`config.mk`:
```
export PLATFORM = sky130hd
export DESIGN_NAME = ccrn_seq
export DESIGN_NICKNAME = d
export VERILOG_FILES = /design/src/ccrn_pkg.sv /design/src/ccrn_mul.sv /design/src/ccrn_seq.sv
export SDC_FILE = /design/constraint.sdc
export NUM_CORES = 2
export LEC_CHECK = 0
export BUFFER_PORTS_ARGS = -buffer_cell sky130_fd_sc_hd__buf_2
export CAP_MARGIN = 20
export CELL_PAD_IN_SITES_DETAIL_PLACEMENT = 1
export CELL_PAD_IN_SITES_GLOBAL_PLACEMENT = 2
export CORE_AREA = 2 2 499 501
export CTS_CLUSTER_DIAMETER = 80
export DETAILED_ROUTE_END_ITERATION = 6
export DIE_AREA = 0 0 501 503
export MAX_ROUTING_LAYER = met4
export PLACE_DENSITY_LB_ADDON = 0.3
export SETUP_SLACK_MARGIN = 0.4
export SLEW_MARGIN = 20
export SYNTH_ARGS = -nofsm -noshare
export SYNTH_HDL_FRONTEND = slang
export SYNTH_HIERARCHICAL = 1
export SYNTH_SLANG_ARGS = --single-unit
```
`constraint.sdc`:
```
create_clock -name clk -period 12.25 [get_ports clk]
set_input_delay 0.6125 -clock clk [delete_from_list [all_inputs] [get_ports clk]]
set_output_delay 0.6125 -clock clk [all_outputs]
set_load 0.03 [all_outputs]
```
`src/ccrn_pkg.sv`:
```
package ccrn_pkg;

  localparam int MAX_CHANNELS_DEF = 64;
  localparam int SUM_W = 36;

  localparam logic [1:0] CFG_ALPHA  = 2'd0;
  localparam logic [1:0] CFG_BETA   = 2'd1;
  localparam logic [1:0] CFG_K      = 2'd2;
  localparam logic [1:0] CFG_WINDOW = 2'd3;

  typedef struct packed {
    logic signed [15:0] sample;
    logic               last_channel;
  } in_t;

  typedef struct packed {
    logic signed [15:0] norm_value;
    logic               last_out;
    logic               overflow;
  } out_t;

  typedef struct packed {
    logic [23:0] alpha_scale;
    logic [15:0] beta_power;
    logic [15:0] k_bias;
    logic [5:0]  window_size;
  } cfg_t;

  typedef logic [15:0][31:0] rom_t;

  function automatic logic [63:0] isqrt64(logic [63:0] v);
    logic [63:0] res;
    logic [63:0] bt;
    logic [63:0] rem;
    res = '0;
    bt  = 64'd1 << 62;
    rem = v;
    for (int q = 0; q < 32; q++) begin
      if (rem >= res + bt) begin
        rem = rem - (res + bt);
        res = (res >> 1) + bt;
      end else begin
        res = res >> 1;
      end
      bt = bt >> 2;
    end
    return res;
  endfunction

  // c[j] = sqrt(c[j-1]) in Q1.30, starting from 2.0
  function automatic rom_t build_roots();
    rom_t        r;
    logic [63:0] c;
    c = 64'd1 << 31;
    for (int j = 0; j < 16; j++) begin
      c    = isqrt64(c << 30);
      r[j] = c[31:0];
    end
    return r;
  endfunction

  localparam rom_t ROOT_ROM = build_roots();

endpackage

```
`src/ccrn_mul.sv`:
```
module ccrn_mul (
  input  logic [31:0] a,
  input  logic [31:0] b,
  output logic [63:0] p
);

  assign p = {32'b0, a} * {32'b0, b};

endmodule

```
`src/ccrn_seq.sv`:
```
module ccrn_seq #(
  parameter int MAX_CHANNELS = ccrn_pkg::MAX_CHANNELS_DEF,
  parameter int IDX_W = $clog2(MAX_CHANNELS),
  parameter int CNT_W = $clog2(MAX_CHANNELS + 1)
) (
  input  logic                clk,
  input  logic                rst_n,
  input  ccrn_pkg::cfg_t      cfg,
  input  logic                start,
  input  logic [CNT_W-1:0]    start_n,
  input  logic                start_ovf,
  output logic                busy,
  output logic [IDX_W-1:0]    rd_addr,
  input  logic signed [15:0]  rd_data,
  output logic                out_valid,
  input  logic                out_ready,
  output ccrn_pkg::out_t      out_data
);

  localparam int EXT_W = ((CNT_W > 5) ? CNT_W : 5) + 1;

  localparam logic [3:0] S_IDLE = 4'd0;
  localparam logic [3:0] S_XRD  = 4'd1;
  localparam logic [3:0] S_XGET = 4'd2;
  localparam logic [3:0] S_TRD  = 4'd3;
  localparam logic [3:0] S_TACC = 4'd4;
  localparam logic [3:0] S_MLO  = 4'd5;
  localparam logic [3:0] S_MHI  = 4'd6;
  localparam logic [3:0] S_CHK  = 4'd7;
  localparam logic [3:0] S_NORM = 4'd8;
  localparam logic [3:0] S_SQR  = 4'd9;
  localparam logic [3:0] S_EXPN = 4'd10;
  localparam logic [3:0] S_EXP  = 4'd11;
  localparam logic [3:0] S_FIN  = 4'd12;
  localparam logic [3:0] S_RND  = 4'd13;
  localparam logic [3:0] S_OUT  = 4'd14;

  logic [3:0]              state_r, state_nxt;
  logic [IDX_W-1:0]        i_r, i_nxt;
  logic [CNT_W-1:0]        n_r, n_nxt;
  logic                    ovf_r, ovf_nxt;
  logic [IDX_W-1:0]        addr_r, addr_nxt;
  logic [IDX_W-1:0]        t_r, t_nxt;
  logic [IDX_W-1:0]        hi_r, hi_nxt;
  logic signed [15:0]      x_r, x_nxt;
  logic [ccrn_pkg::SUM_W-1:0] sum_r, sum_nxt;
  logic [63:0]             base_r, base_nxt;
  logic [63:0]             w_r, w_nxt;
  logic [5:0]              p_r, p_nxt;
  logic [30:0]             m_r, m_nxt;
  logic [15:0]             frac_r, frac_nxt;
  logic [3:0]              k_r, k_nxt;
  logic signed [7:0]       ip_r, ip_nxt;
  logic [15:0]             fr_r, fr_nxt;
  logic [31:0]             g_r, g_nxt;
  logic [47:0]             prod_r, prod_nxt;
  logic [15:0]             res_r, res_nxt;
  ccrn_pkg::out_t          out_r, out_nxt;
  logic                    out_valid_r, out_valid_nxt;

  logic [31:0]             mul_a, mul_b;
  logic [63:0]             mul_p;

  logic [15:0]             rd_mag, x_mag;
  logic [EXT_W-1:0]        i_ext, h_ext, lo_ext, hi_ext, nm1_ext;
  logic signed [23:0]      lg;
  logic [23:0]             lg_mag;
  logic signed [39:0]      e_val, e16, n_val;
  logic signed [39:0]      ip_full;
  logic [31:0]             sq;
  logic signed [7:0]       sh;
  logic [64:0]             q;

  ccrn_mul u_mul (
    .a(mul_a),
    .b(mul_b),
    .p(mul_p)
  );

  assign rd_mag  = rd_data[15] ? 16'(-rd_data) : 16'(rd_data);
  assign x_mag   = x_r[15] ? 16'(-x_r) : 16'(x_r);
  assign lg      = {8'($signed({2'b00, p_r}) - 8'sd40), frac_r};
  assign lg_mag  = lg[23] ? 24'(-lg) : 24'(lg);
  assign sq      = mul_p[61:30];
  assign sh      = 8'sd30 - ip_r;

  always_comb begin
    mul_a = '0;
    mul_b = '0;
    unique case (state_r)
      S_TACC: begin
        mul_a = {16'b0, rd_mag};
        mul_b = {16'b0, rd_mag};
      end
      S_MLO: begin
        mul_a = {8'b0, cfg.alpha_scale};
        mul_b = sum_r[31:0];
      end
      S_MHI: begin
        mul_a = {8'b0, cfg.alpha_scale};
        mul_b = {28'b0, sum_r[ccrn_pkg::SUM_W-1:32]};
      end
      S_SQR: begin
        mul_a = {1'b0, m_r};
        mul_b = {1'b0, m_r};
      end
      S_EXPN: begin
        mul_a = {8'b0, lg_mag};
        mul_b = {16'b0, cfg.beta_power};
      end
      S_EXP: begin
        mul_a = g_r;
        mul_b = ccrn_pkg::ROOT_ROM[k_r];
      end
      S_FIN: begin
        mul_a = {16'b0, x_mag};
        mul_b = g_r;
      end
      default: begin
        mul_a = '0;
        mul_b = '0;
      end
    endcase
  end

  always_comb begin
    i_ext   = EXT_W'(i_r);
    h_ext   = EXT_W'(cfg.window_size[5:1]);
    nm1_ext = EXT_W'(n_r) - EXT_W'(1);
    lo_ext  = (i_ext > h_ext) ? (i_ext - h_ext) : '0;
    hi_ext  = i_ext + h_ext;
    if (hi_ext > nm1_ext) begin
      hi_ext = nm1_ext;
    end
  end

  // floor shifts; n = -E split into integer and 16-bit fraction
  always_comb begin
    e_val   = lg[23] ? -$signed({1'b0, mul_p[38:0]}) : $signed({1'b0, mul_p[38:0]});
    e16     = e_val >>> 14;
    n_val   = -e16;
    ip_full = n_val >>> 16;
  end

  always_comb begin
    q = '0;
    if (sh >= 8'sd48) begin
      q = '0;
    end else if (sh > 8'sd0) begin
      q = ({17'b0, prod_r} + (65'd1 << 6'(sh - 8'sd1))) >> 6'(sh);
    end else if (sh <= -8'sd17) begin
      q = 65'd1 << 40;
    end else begin
      q = {17'b0, prod_r} << 5'(-sh);
    end
  end

  always_comb begin
    state_nxt     = state_r;
    i_nxt         = i_r;
    n_nxt         = n_r;
    ovf_nxt       = ovf_r;
    addr_nxt      = addr_r;
    t_nxt         = t_r;
    hi_nxt        = hi_r;
    x_nxt         = x_r;
    sum_nxt       = sum_r;
    base_nxt      = base_r;
    w_nxt         = w_r;
    p_nxt         = p_r;
    m_nxt         = m_r;
    frac_nxt      = frac_r;
    k_nxt         = k_r;
    ip_nxt        = ip_r;
    fr_nxt        = fr_r;
    g_nxt         = g_r;
    prod_nxt      = prod_r;
    res_nxt       = res_r;
    out_nxt       = out_r;
    out_valid_nxt = out_valid_r && !out_ready;
    unique case (state_r)
      S_IDLE: begin
        if (start) begin
          n_nxt     = start_n;
          ovf_nxt   = start_ovf;
          i_nxt     = '0;
          addr_nxt  = '0;
          state_nxt = S_XRD;
        end
      end
      S_XRD: state_nxt = S_XGET;
      S_XGET: begin
        x_nxt     = rd_data;
        t_nxt     = IDX_W'(lo_ext);
        addr_nxt  = IDX_W'(lo_ext);
        hi_nxt    = IDX_W'(hi_ext);
        sum_nxt   = '0;
        state_nxt = S_TRD;
      end
      S_TRD: state_nxt = S_TACC;
      S_TACC: begin
        sum_nxt = sum_r + ccrn_pkg::SUM_W'(mul_p[31:0]);
        if (t_r == hi_r) begin
          state_nxt = S_MLO;
        end else begin
          t_nxt     = t_r + IDX_W'(1);
          addr_nxt  = t_r + IDX_W'(1);
          state_nxt = S_TRD;
        end
      end
      S_MLO: begin
        base_nxt  = mul_p + {16'b0, cfg.k_bias, 32'b0};
        state_nxt = S_MHI;
      end
      S_MHI: begin
        base_nxt  = base_r + {mul_p[31:0], 32'b0};
        state_nxt = S_CHK;
      end
      S_CHK: begin
        priority if (x_r == 16'sd0) begin
          res_nxt   = '0;
          state_nxt = S_OUT;
        end else if (base_r == '0) begin
          if (cfg.beta_power == '0) begin
            res_nxt = x_r;
          end else begin
            res_nxt = x_r[15] ? 16'h8000 : 16'h7fff;
          end
          state_nxt = S_OUT;
        end else begin
          w_nxt     = base_r;
          p_nxt     = 6'd63;
          state_nxt = S_NORM;
        end
      end
      S_NORM: begin
        priority if (w_r[63]) begin
          m_nxt     = w_r[63:33];
          frac_nxt  = '0;
          k_nxt     = '0;
          state_nxt = S_SQR;
        end else if (w_r[63:48] == '0) begin
          w_nxt = w_r << 16;
          p_nxt = p_r - 6'd16;
        end else if (w_r[63:60] == '0) begin
          w_nxt = w_r << 4;
          p_nxt = p_r - 6'd4;
        end else begin
          w_nxt = w_r << 1;
          p_nxt = p_r - 6'd1;
        end
      end
      S_SQR: begin
        if (sq[31]) begin
          m_nxt    = sq[31:1];
          frac_nxt = {frac_r[14:0], 1'b1};
        end else begin
          m_nxt    = sq[30:0];
          frac_nxt = {frac_r[14:0], 1'b0};
        end
        k_nxt = k_r + 4'd1;
        if (k_r == 4'd15) begin
          state_nxt = S_EXPN;
        end
      end
      S_EXPN: begin
        if (ip_full > 40'sd64) begin
          ip_nxt = 8'sd64;
        end else if (ip_full < -40'sd64) begin
          ip_nxt = -8'sd64;
        end else begin
          ip_nxt = 8'(ip_full);
        end
        fr_nxt    = n_val[15:0];
        g_nxt     = 32'd1 << 30;
        k_nxt     = '0;
        state_nxt = S_EXP;
      end
      S_EXP: begin
        if (fr_r[4'd15 - k_r]) begin
          g_nxt = mul_p[61:30];
        end
        k_nxt = k_r + 4'd1;
        if (k_r == 4'd15) begin
          state_nxt = S_FIN;
        end
      end
      S_FIN: begin
        prod_nxt  = mul_p[47:0];
        state_nxt = S_RND;
      end
      S_RND: begin
        if (!x_r[15]) begin
          res_nxt = (q > 65'd32767) ? 16'h7fff : q[15:0];
        end else begin
          res_nxt = (q > 65'd32768) ? 16'h8000 : 16'(~q[15:0] + 16'd1);
        end
        state_nxt = S_OUT;
      end
      S_OUT: begin
        if (!out_valid_r || out_ready) begin
          out_nxt.norm_value = res_r;
          out_nxt.last_out   = (CNT_W'(i_r) == n_r - CNT_W'(1));
          out_nxt.overflow   = ovf_r;
          out_valid_nxt      = 1'b1;
          if (CNT_W'(i_r) == n_r - CNT_W'(1)) begin
            state_nxt = S_IDLE;
          end else begin
            i_nxt     = i_r + IDX_W'(1);
            addr_nxt  = i_r + IDX_W'(1);
            state_nxt = S_XRD;
          end
        end
      end
      default: state_nxt = S_IDLE;
    endcase
  end

  always_ff @(posedge clk) begin
    if (!rst_n) begin
      state_r     <= S_IDLE;
      out_valid_r <= 1'b0;
    end else begin
      state_r     <= state_nxt;
      out_valid_r <= out_valid_nxt;
    end
    i_r    <= i_nxt;
    n_r    <= n_nxt;
    ovf_r  <= ovf_nxt;
    addr_r <= addr_nxt;
    t_r    <= t_nxt;
    hi_r   <= hi_nxt;
    x_r    <= x_nxt;
    sum_r  <= sum_nxt;
    base_r <= base_nxt;
    w_r    <= w_nxt;
    p_r    <= p_nxt;
    m_r    <= m_nxt;
    frac_r <= frac_nxt;
    k_r    <= k_nxt;
    ip_r   <= ip_nxt;
    fr_r   <= fr_nxt;
    g_r    <= g_nxt;
    prod_r <= prod_nxt;
    res_r  <= res_nxt;
    out_r  <= out_nxt;
  end

  assign busy      = (state_r != S_IDLE);
  assign rd_addr   = addr_r;
  assign out_valid = out_valid_r;
  assign out_data  = out_r;

  a_start_idle: assert property (@(posedge clk) disable iff (!rst_n)
    start |-> state_r == S_IDLE)
    else $error("start while busy");

  a_index_range: assert property (@(posedge clk) disable iff (!rst_n)
    state_r != S_IDLE |-> CNT_W'(i_r) < n_r)
    else $error("channel index past count");

  a_norm_nonzero: assert property (@(posedge clk) disable iff (!rst_n)
    state_r == S_NORM |-> w_r != '0)
    else $error("normalize on zero base");

  a_tap_window: assert property (@(posedge clk) disable iff (!rst_n)
    state_r == S_TACC |-> t_r <= hi_r && CNT_W'(hi_r) < n_r)
    else $error("tap outside window");

  a_last_ends: assert property (@(posedge clk) disable iff (!rst_n)
    (state_r == S_OUT && state_nxt == S_IDLE) |=> out_valid_r && out_r.last_out)
    else $error("final request not flagged last");

endmodule
```
== After elaboration in Yosys (flattened, before gate mapping) ==
Memory sizes are Yosys's and may differ from the RTL's. A register that Yosys moved wholly into a read port is not among the register bits.
Cells that the tools add are included.

* Flip-flop bits (word level): 412
* Memory bits (read-only): 512
* Input port bits: 90
* Output and inout port bits: 26
* Memories: 1

* Add/sub/neg operators: 25
* $mul: 1
* Magnitude comparators: 11
* Eq/ne operators: 29
* Shifts and indexed selects: 3
* Muxes and demuxes: 67
* Bitwise operators: 1
* Reductions and logical operators: 35

{| class="wikitable"
|+ Memory list
! memory !! words !! width !! rd ports !! clocked after memory_dff !! wr ports !! line !! text
|-
| (name not given) || 16 || 32 || 1 || 1 || 0 || ccrn_seq.sv:113 || <nowiki>mul_b = ccrn_pkg::ROOT_ROM[k_r];</nowiki>
|}

{| class="wikitable"
|+ Operator list
! cell !! number
|-
| 64-bit two-way mux || 5
|-
| 64-bit case mux with 2 select lines || 2
|-
| 32-bit case mux with 7 select lines || 1
|-
| 65-bit two-way mux || 3
|-
| 32-bit case mux with 6 select lines || 1
|-
| 16-bit two-way mux || 10
|-
| 36-bit case mux with 2 select lines || 1
|-
| 6-bit two-way mux || 11
|-
| 48-bit by 65-bit adder with 65-bit output || 1
|-
| 65-bit by 15-bit > comparator with 1-bit output, second input constant || 1
|-
| 65-bit by 16-bit > comparator with 1-bit output, second input constant || 1
|-
| 1-bit by 6-bit left shift with 65-bit output, first input constant || 1
|-
| 48-bit by 5-bit left shift with 65-bit output || 1
|-
| 65-bit by 6-bit right shift with 65-bit output || 1
|-
| 64-bit by 48-bit adder with 64-bit output || 1
|-
| 64-bit adder || 1
|-
| 64-bit logical NOT || 1
|-
| 32-bit by 32-bit multiplier with 64-bit output || 1
|-
| 32-bit two-way mux || 2
|-
| 16-bit case mux with 2 select lines || 2
|-
| 32-bit case mux with 2 select lines || 1
|-
| 31-bit two-way mux || 2
|-
| 31-bit case mux with 2 select lines || 1
|-
| 4-bit case mux with 15 select lines || 1
|-
| other kinds (60) || 119
|}

== Logic depth before layout (Yosys ltp) ==
* Word-level depth: 12
* Gate-level depth with buffers: 56
* Depth with buffers taken out: 55

== By module ==
The synthesis kept the hierarchy.

{| class="wikitable"
|+ By module, submodules not included
! module !! times used !! cells an instance !! area an instance (µm²) !! sequential area each (µm²)
|-
| ccrn_seq || 1 || 4702 || 40032.1 || 12902.4
|-
| ccrn_mul || 1 || 3782 || 33609.7 || 0.0
|}

== Worst setup path after synthesis ==
Ideal clock, no wire load.

* Path type: reg-to-reg
* Start: register state_r[2]
* End: register base_r[60], data pin
* Setup time: 0.271 ns
* Arrival: 12.600 ns
* Required time: 11.979 ns
* Path slack: -0.621 ns
* Cell stages (with the launch flop): 52
* Buffers on the path: 3
* Period minus slack after synthesis: 12.871 ns
* Cells stage by stage: dfxtp_1 clkbuf_1 nand2_1 nor3_1 clkbuf_1 nand2_1 nand4_1 clkbuf_1 and2_1 fa_1 fa_1 fa_1 inv_1 fa_1 inv_1 fa_1 inv_1 fa_1 [16 not listed] fa_1 nor2b_1 o21ai_0 a21boi_0 o21ai_0 a21boi_0 o21ai_0 a21boi_0 o21ai_0 a21boi_0 o21ai_0 a21oi_1 o31ai_1 a21boi_0 nand3_1 nor3_1 xnor2_1 mux2i_1

* Longest elaborated chain between the ends: 6
* Elaborated cells on any way between the ends: 14

{| class="wikitable"
|+ RTL lines
! item !! line !! text
|-
| from (decl) || ccrn_seq.sv:38 || <nowiki>logic [3:0] state_r, state_nxt;</nowiki>
|-
| from (signal assigned) || ccrn_seq.sv:324 || <nowiki>state_r <= state_nxt;</nowiki>
|-
| 4-bit by 3-bit == test with 1-bit output || ccrn_seq.sv:90 || <nowiki>unique case (state_r)</nowiki>
|-
| 2-bit OR reduction (no source line) || -- ||
|-
| 32-bit case mux with 6 select lines * || ccrn_seq.sv:90 ||
|-
| via mul_a[12] || ccrn_seq.sv:61 || <nowiki>logic [31:0] mul_a, mul_b;</nowiki>
|-
| 32-bit by 32-bit multiplier with 64-bit output * || ccrn_mul.sv:7 || <nowiki>assign p = {32'b0, a} * {32'b0, b};</nowiki>
|-
| via mul_p[33] || ccrn_seq.sv:62 || <nowiki>logic [63:0] mul_p;</nowiki>
|-
| 64-bit by 48-bit adder with 64-bit output * || ccrn_seq.sv:212 || <nowiki>base_nxt = mul_p + {16'b0, cfg.k_bias, 32'b0};</nowiki>
|-
| 64-bit case mux with 2 select lines * || ccrn_seq.sv:181 || <nowiki>unique case (state_r)</nowiki>
|-
| via base_nxt[60] || ccrn_seq.sv:47 || <nowiki>logic [63:0] base_r, base_nxt;</nowiki>
|-
| to (signal assigned) || ccrn_seq.sv:335 || <nowiki>base_r <= base_nxt;</nowiki>
|-
| to (decl) || ccrn_seq.sv:47 ||
|}

The timed path passes the listed nets; every way through them passes the cells marked *.
A chain may end at the register's enable or synchronous reset.

== Worst setup path after layout ==
* Start: register frac_r[6]
* End: register base_r[62], data pin

* Longest elaborated chain between the ends: 6
* Elaborated cells on any way between the ends: 7

{| class="wikitable"
|+ RTL lines
! item !! line !! text
|-
| from (decl) || ccrn_seq.sv:51 || <nowiki>logic [15:0] frac_r, frac_nxt;</nowiki>
|-
| from (signal assigned) || ccrn_seq.sv:339 || <nowiki>frac_r <= frac_nxt;</nowiki>
|-
| 23-bit negation with 24-bit output || ccrn_seq.sv:83 || <nowiki>assign lg_mag = lg[23] ? 24'(-lg) : 24'(lg);</nowiki>
|-
| 24-bit two-way mux || ccrn_seq.sv:83 ||
|-
| 32-bit case mux with 6 select lines || ccrn_seq.sv:90 ||
|-
| via mul_a[14] || ccrn_seq.sv:61 ||
|-
| 32-bit by 32-bit multiplier with 64-bit output || ccrn_mul.sv:7 ||
|-
| via mul_p[32] || ccrn_seq.sv:62 ||
|-
| 64-bit by 48-bit adder with 64-bit output || ccrn_seq.sv:212 ||
|-
| 64-bit case mux with 2 select lines || ccrn_seq.sv:181 ||
|-
| via base_nxt[62] || ccrn_seq.sv:47 ||
|}

The timed path passes the listed nets, and every way through them passes these cells.

==> flow_summary.ini <==
[clock_network]
insertion_delay_ns = 0.62
cts_buffer_depth = 3
cts-root-buf = clkbuf_16
hold_buffers = 0
clock_sinks = 441
path_clk_slew_ns = 0.07
htreeDepth = 2
cts_inserted_buffers = 52
cts_tree = built

[synth]
ys_seq_area_share_pct = 17.5
synth_common_cells = inv_1, nand2_1, fa_1
synth_cell_types = 127
synth_edf_count = 407
ys_warn_count = 6
syn_nets = 9914
synth_xor_area_share_pct = 3.64
avgSynthCellArea_um2 = 8.68
ys_ff_latch = 441
yosysTopAreaCell = fa_1
synth_top_family_by_area = adder cells
synth.most_common_cell = inv_1
syn_area_um2 = 73600
synth-compound-area-share_pct = 15.0
synthAdderAreaFrac_pct = 32.0
async_flop_share_pct = 0
synth_top_flop_cell = edfxtp_1
synthMuxAreaShare_pct = 3.74
syn_inst = 8484
synth-simple-area-share_pct = 20.0
synthTopCellsByArea = fa_1, edfxtp_1, ha_1
yosys.area.top_type_share_pct = 24.5

[placed_design]
dp_hpwl_um = 267000
gp_congestion = 0.967
place_area_um2 = 83400
dp_cells = 12100
io_buffers = 114

[timing]
max_freq_ghz = 0.0829
worstMarginPinSlew_ns = 1.26
rsz0062_at_grt = true
finalCriticalPeriod_ns = 12.06
finalSetupViolCount = 0
slew_headroom_pct = 14.8
hold_viol = 0
skew_ns = 0.0236
period_share_pct = 98.4
finalMaxSlewViolations = 0
setup_tns_ns = 0

[pwr]
clockPowerShare_pct = 45.4
seq_power_share_pct = 43.4
power_frac_comb_pct = 11.2
p_sw_w = 0.00101
p_leak_nw = 38.4
powerDensity_nw_per_um2 = 44.8
ir_worst_vdd_v = 0.0000903
p_sw_share_pct = 25.6
p_int_w = 0.00292

[critical_path]
cp.arrival_ns = 12.39
required_ns = 12.58
crit_path_top_delay_cell = fa_1
path_class = reg -> reg
cp-start-kind = flip-flop
crit_path_end_kind = flip-flop
critical-path-max-stage-delay_ns = 0.58
critPathMaxFanout = 6
rr_startpoint = frac_r[6]
crit_start = frac_r[6]

[floorplan]
ios = 116
die_w_um = 501
dieArea_um2 = 252000
core-area_um2 = 247000
die_h_um = 503
rows = 183
start_util_pct = 29.8

[routing]
wire_per_inst_um = 26.6
vias_per_cell = 5.45
first_pass_iters = 7
antenna_left = 0
wl_met3_um = 13200
highest_layer = met4
wl_met2_um = 159000
drc = 1
routedLengthMet1_um = 140000
drt_iter0_markers = 5374
num_vias = 66800
routed_wl_um = 326000

[cells_and_area]
stdcell_area_um2 = 87600
layout.nets = 10400
area_growth_pct = 19.0
instances_no_fill = 12300
drive_gt1_share_pct = 16.9

[grt]
antenna_found_initial = 15
grt_use_total_pct = 26.3
grt_overflow = 0
grt_pass1_wl_um = 483000
grt_pass1_vias = 71300
grt_start_max_net_pins = 84

[hold_path]
hold_start = start_ovf
hold_path_class = in -> reg

[outcome]
violations = DRC
status = complete, but fails checks

[flow_run]
maxCapViolations = 0
==> layer usage <==
| layer | GRT usage [%] | vias to the layer above |
|---|---|---|
| li1 | - | 29700 |
| met1 | 33.5 | 34800 |
| met2 | 44.1 | 1799 |
| met3 | 1.89 | 488 |
| met4 | 8.88 | 0 |
| met5 | - | - |
==> power groups by stage <==
stage	clock (W)	sequential, W	combinational, W
floorplan	0	0.00173	0.000202
global placement	0	0.00173	0.000400
detailed placement	0	0.00174	0.000409
CTS	0.00181	0.00170	0.000416
global route	0.00186	0.00171	0.000473
finish	0.00178	0.00170	0.000441
==> cells in the final DEF, fill, tap and decap left out, types with 51 or more instances in the layout <==
master	netlist	final
buf_4	10	736
o21ai_1	37	51
buf_12	0	81
ha_1	438	408
nand4_1	90	90
buf_2	47	115
o21ai_0	330	297
nor3_1	131	118
edfxtp_1	407	407
a22oi_1	92	92
and2_1	652	645
nand2_1	1023	1014
and3_1	63	62
xor2_1	95	87
nand2b_1	55	54
mux4_2	61	61
a31oi_1	60	54
nor2_1	504	486
nand3_1	155	147
inv_1	1039	1012
mux2i_1	112	111
clkbuf_16	0	56
nor4_1	68	64
a21o_1	88	87
nor2b_1	72	69
a21oi_1	430	399
fa_1	902	884
o211ai_1	60	60
xnor2_1	202	169
==> critical path: cells and delay by family, from the launching register on <==
| family | cells | cell delay [ns] |
|---|---|---|
| adder cells (fa/ha/maj) | 11 | 4.90 |
| buffers and inverters | 10 | 0.94 |
| XOR/XNOR | 3 | 0.57 |
| AO/OA/AOI/OAI | 17 | 2.72 |
| flip-flops | 1 | 0.40 |
| AND/OR/NAND/NOR | 8 | 2.16 |
| multiplexers | 1 | 0.09 |
==> path summary, 6_finish.rpt <==
path	cells after the start	slack, ns	end
setup / recovery	50	0.19	base_r[62]
hold / removal	1	0.17	ovf_r
setup reg to reg	50	0.19	base_r[62]
hold reg to reg	0	0.42	out_data[2]
==> registers in the layout, summed over array words and instances (netlist names), 7 cells and up, named ones only <==
signal    flops
fr_r         16
prod_r       48
n_r           7
m_r          31
sum_r        36
x_r          16
w_r          64
out_data     18
frac_r       16
ip_r          8
base_r       64
res_r        16
g_r          32
==> through the flow <==
| stage | worst slack [ns] | total power (W) | hold slack (ns) | util (%) |
|---|---|---|---|---|
| floorplan | 0.440 | 0.00193 | 0.400 | - |
| global placement | -1.67 | 0.00213 | 0.402 | 33.8 |
| detailed placement | -1.80 | 0.00214 | 0.407 | 33.8 |
| CTS | 0.192 | 0.00393 | 0.142 | 34.9 |
| global route | -0.243 | 0.00404 | 0.150 | 35.5 |
| finish | 0.190 | 0.00393 | 0.173 | 35.5 |
==> final cells by class <==
cell class / count / area (um^2)
Inverter: 1041 / 3910
Clock inverter: 38 / 572
Antenna cell: 10 / 25.0
Clock buffer: 57 / 1340
Tap cell: 3237 / 4050
Multi-Input combinational cell: 6471 / 56500
Sequential cell: 441 / 12900
Timing Repair Buffer: 970 / 8260
Fill cell: 28600 / 159000
==> cells by family after synthesis <==
family,count (synthesis)
muxes,196
buffers and inverters,1572
adders and majority gates,1340
and+or+nand+nor,2979
AOI/OAI and AO/OA,1654
xor gates and xnor gates,302
DFF,441
==> repair_timing <==
item                                    4_1_cts  5_1_grt
buffers inserted                             25       34
resized for setup                           154      204
endpoints found under the setup margin       47       34
pin swaps                                    77      185
cloned                                        2        3
Power figures use the tool's default switching activity.
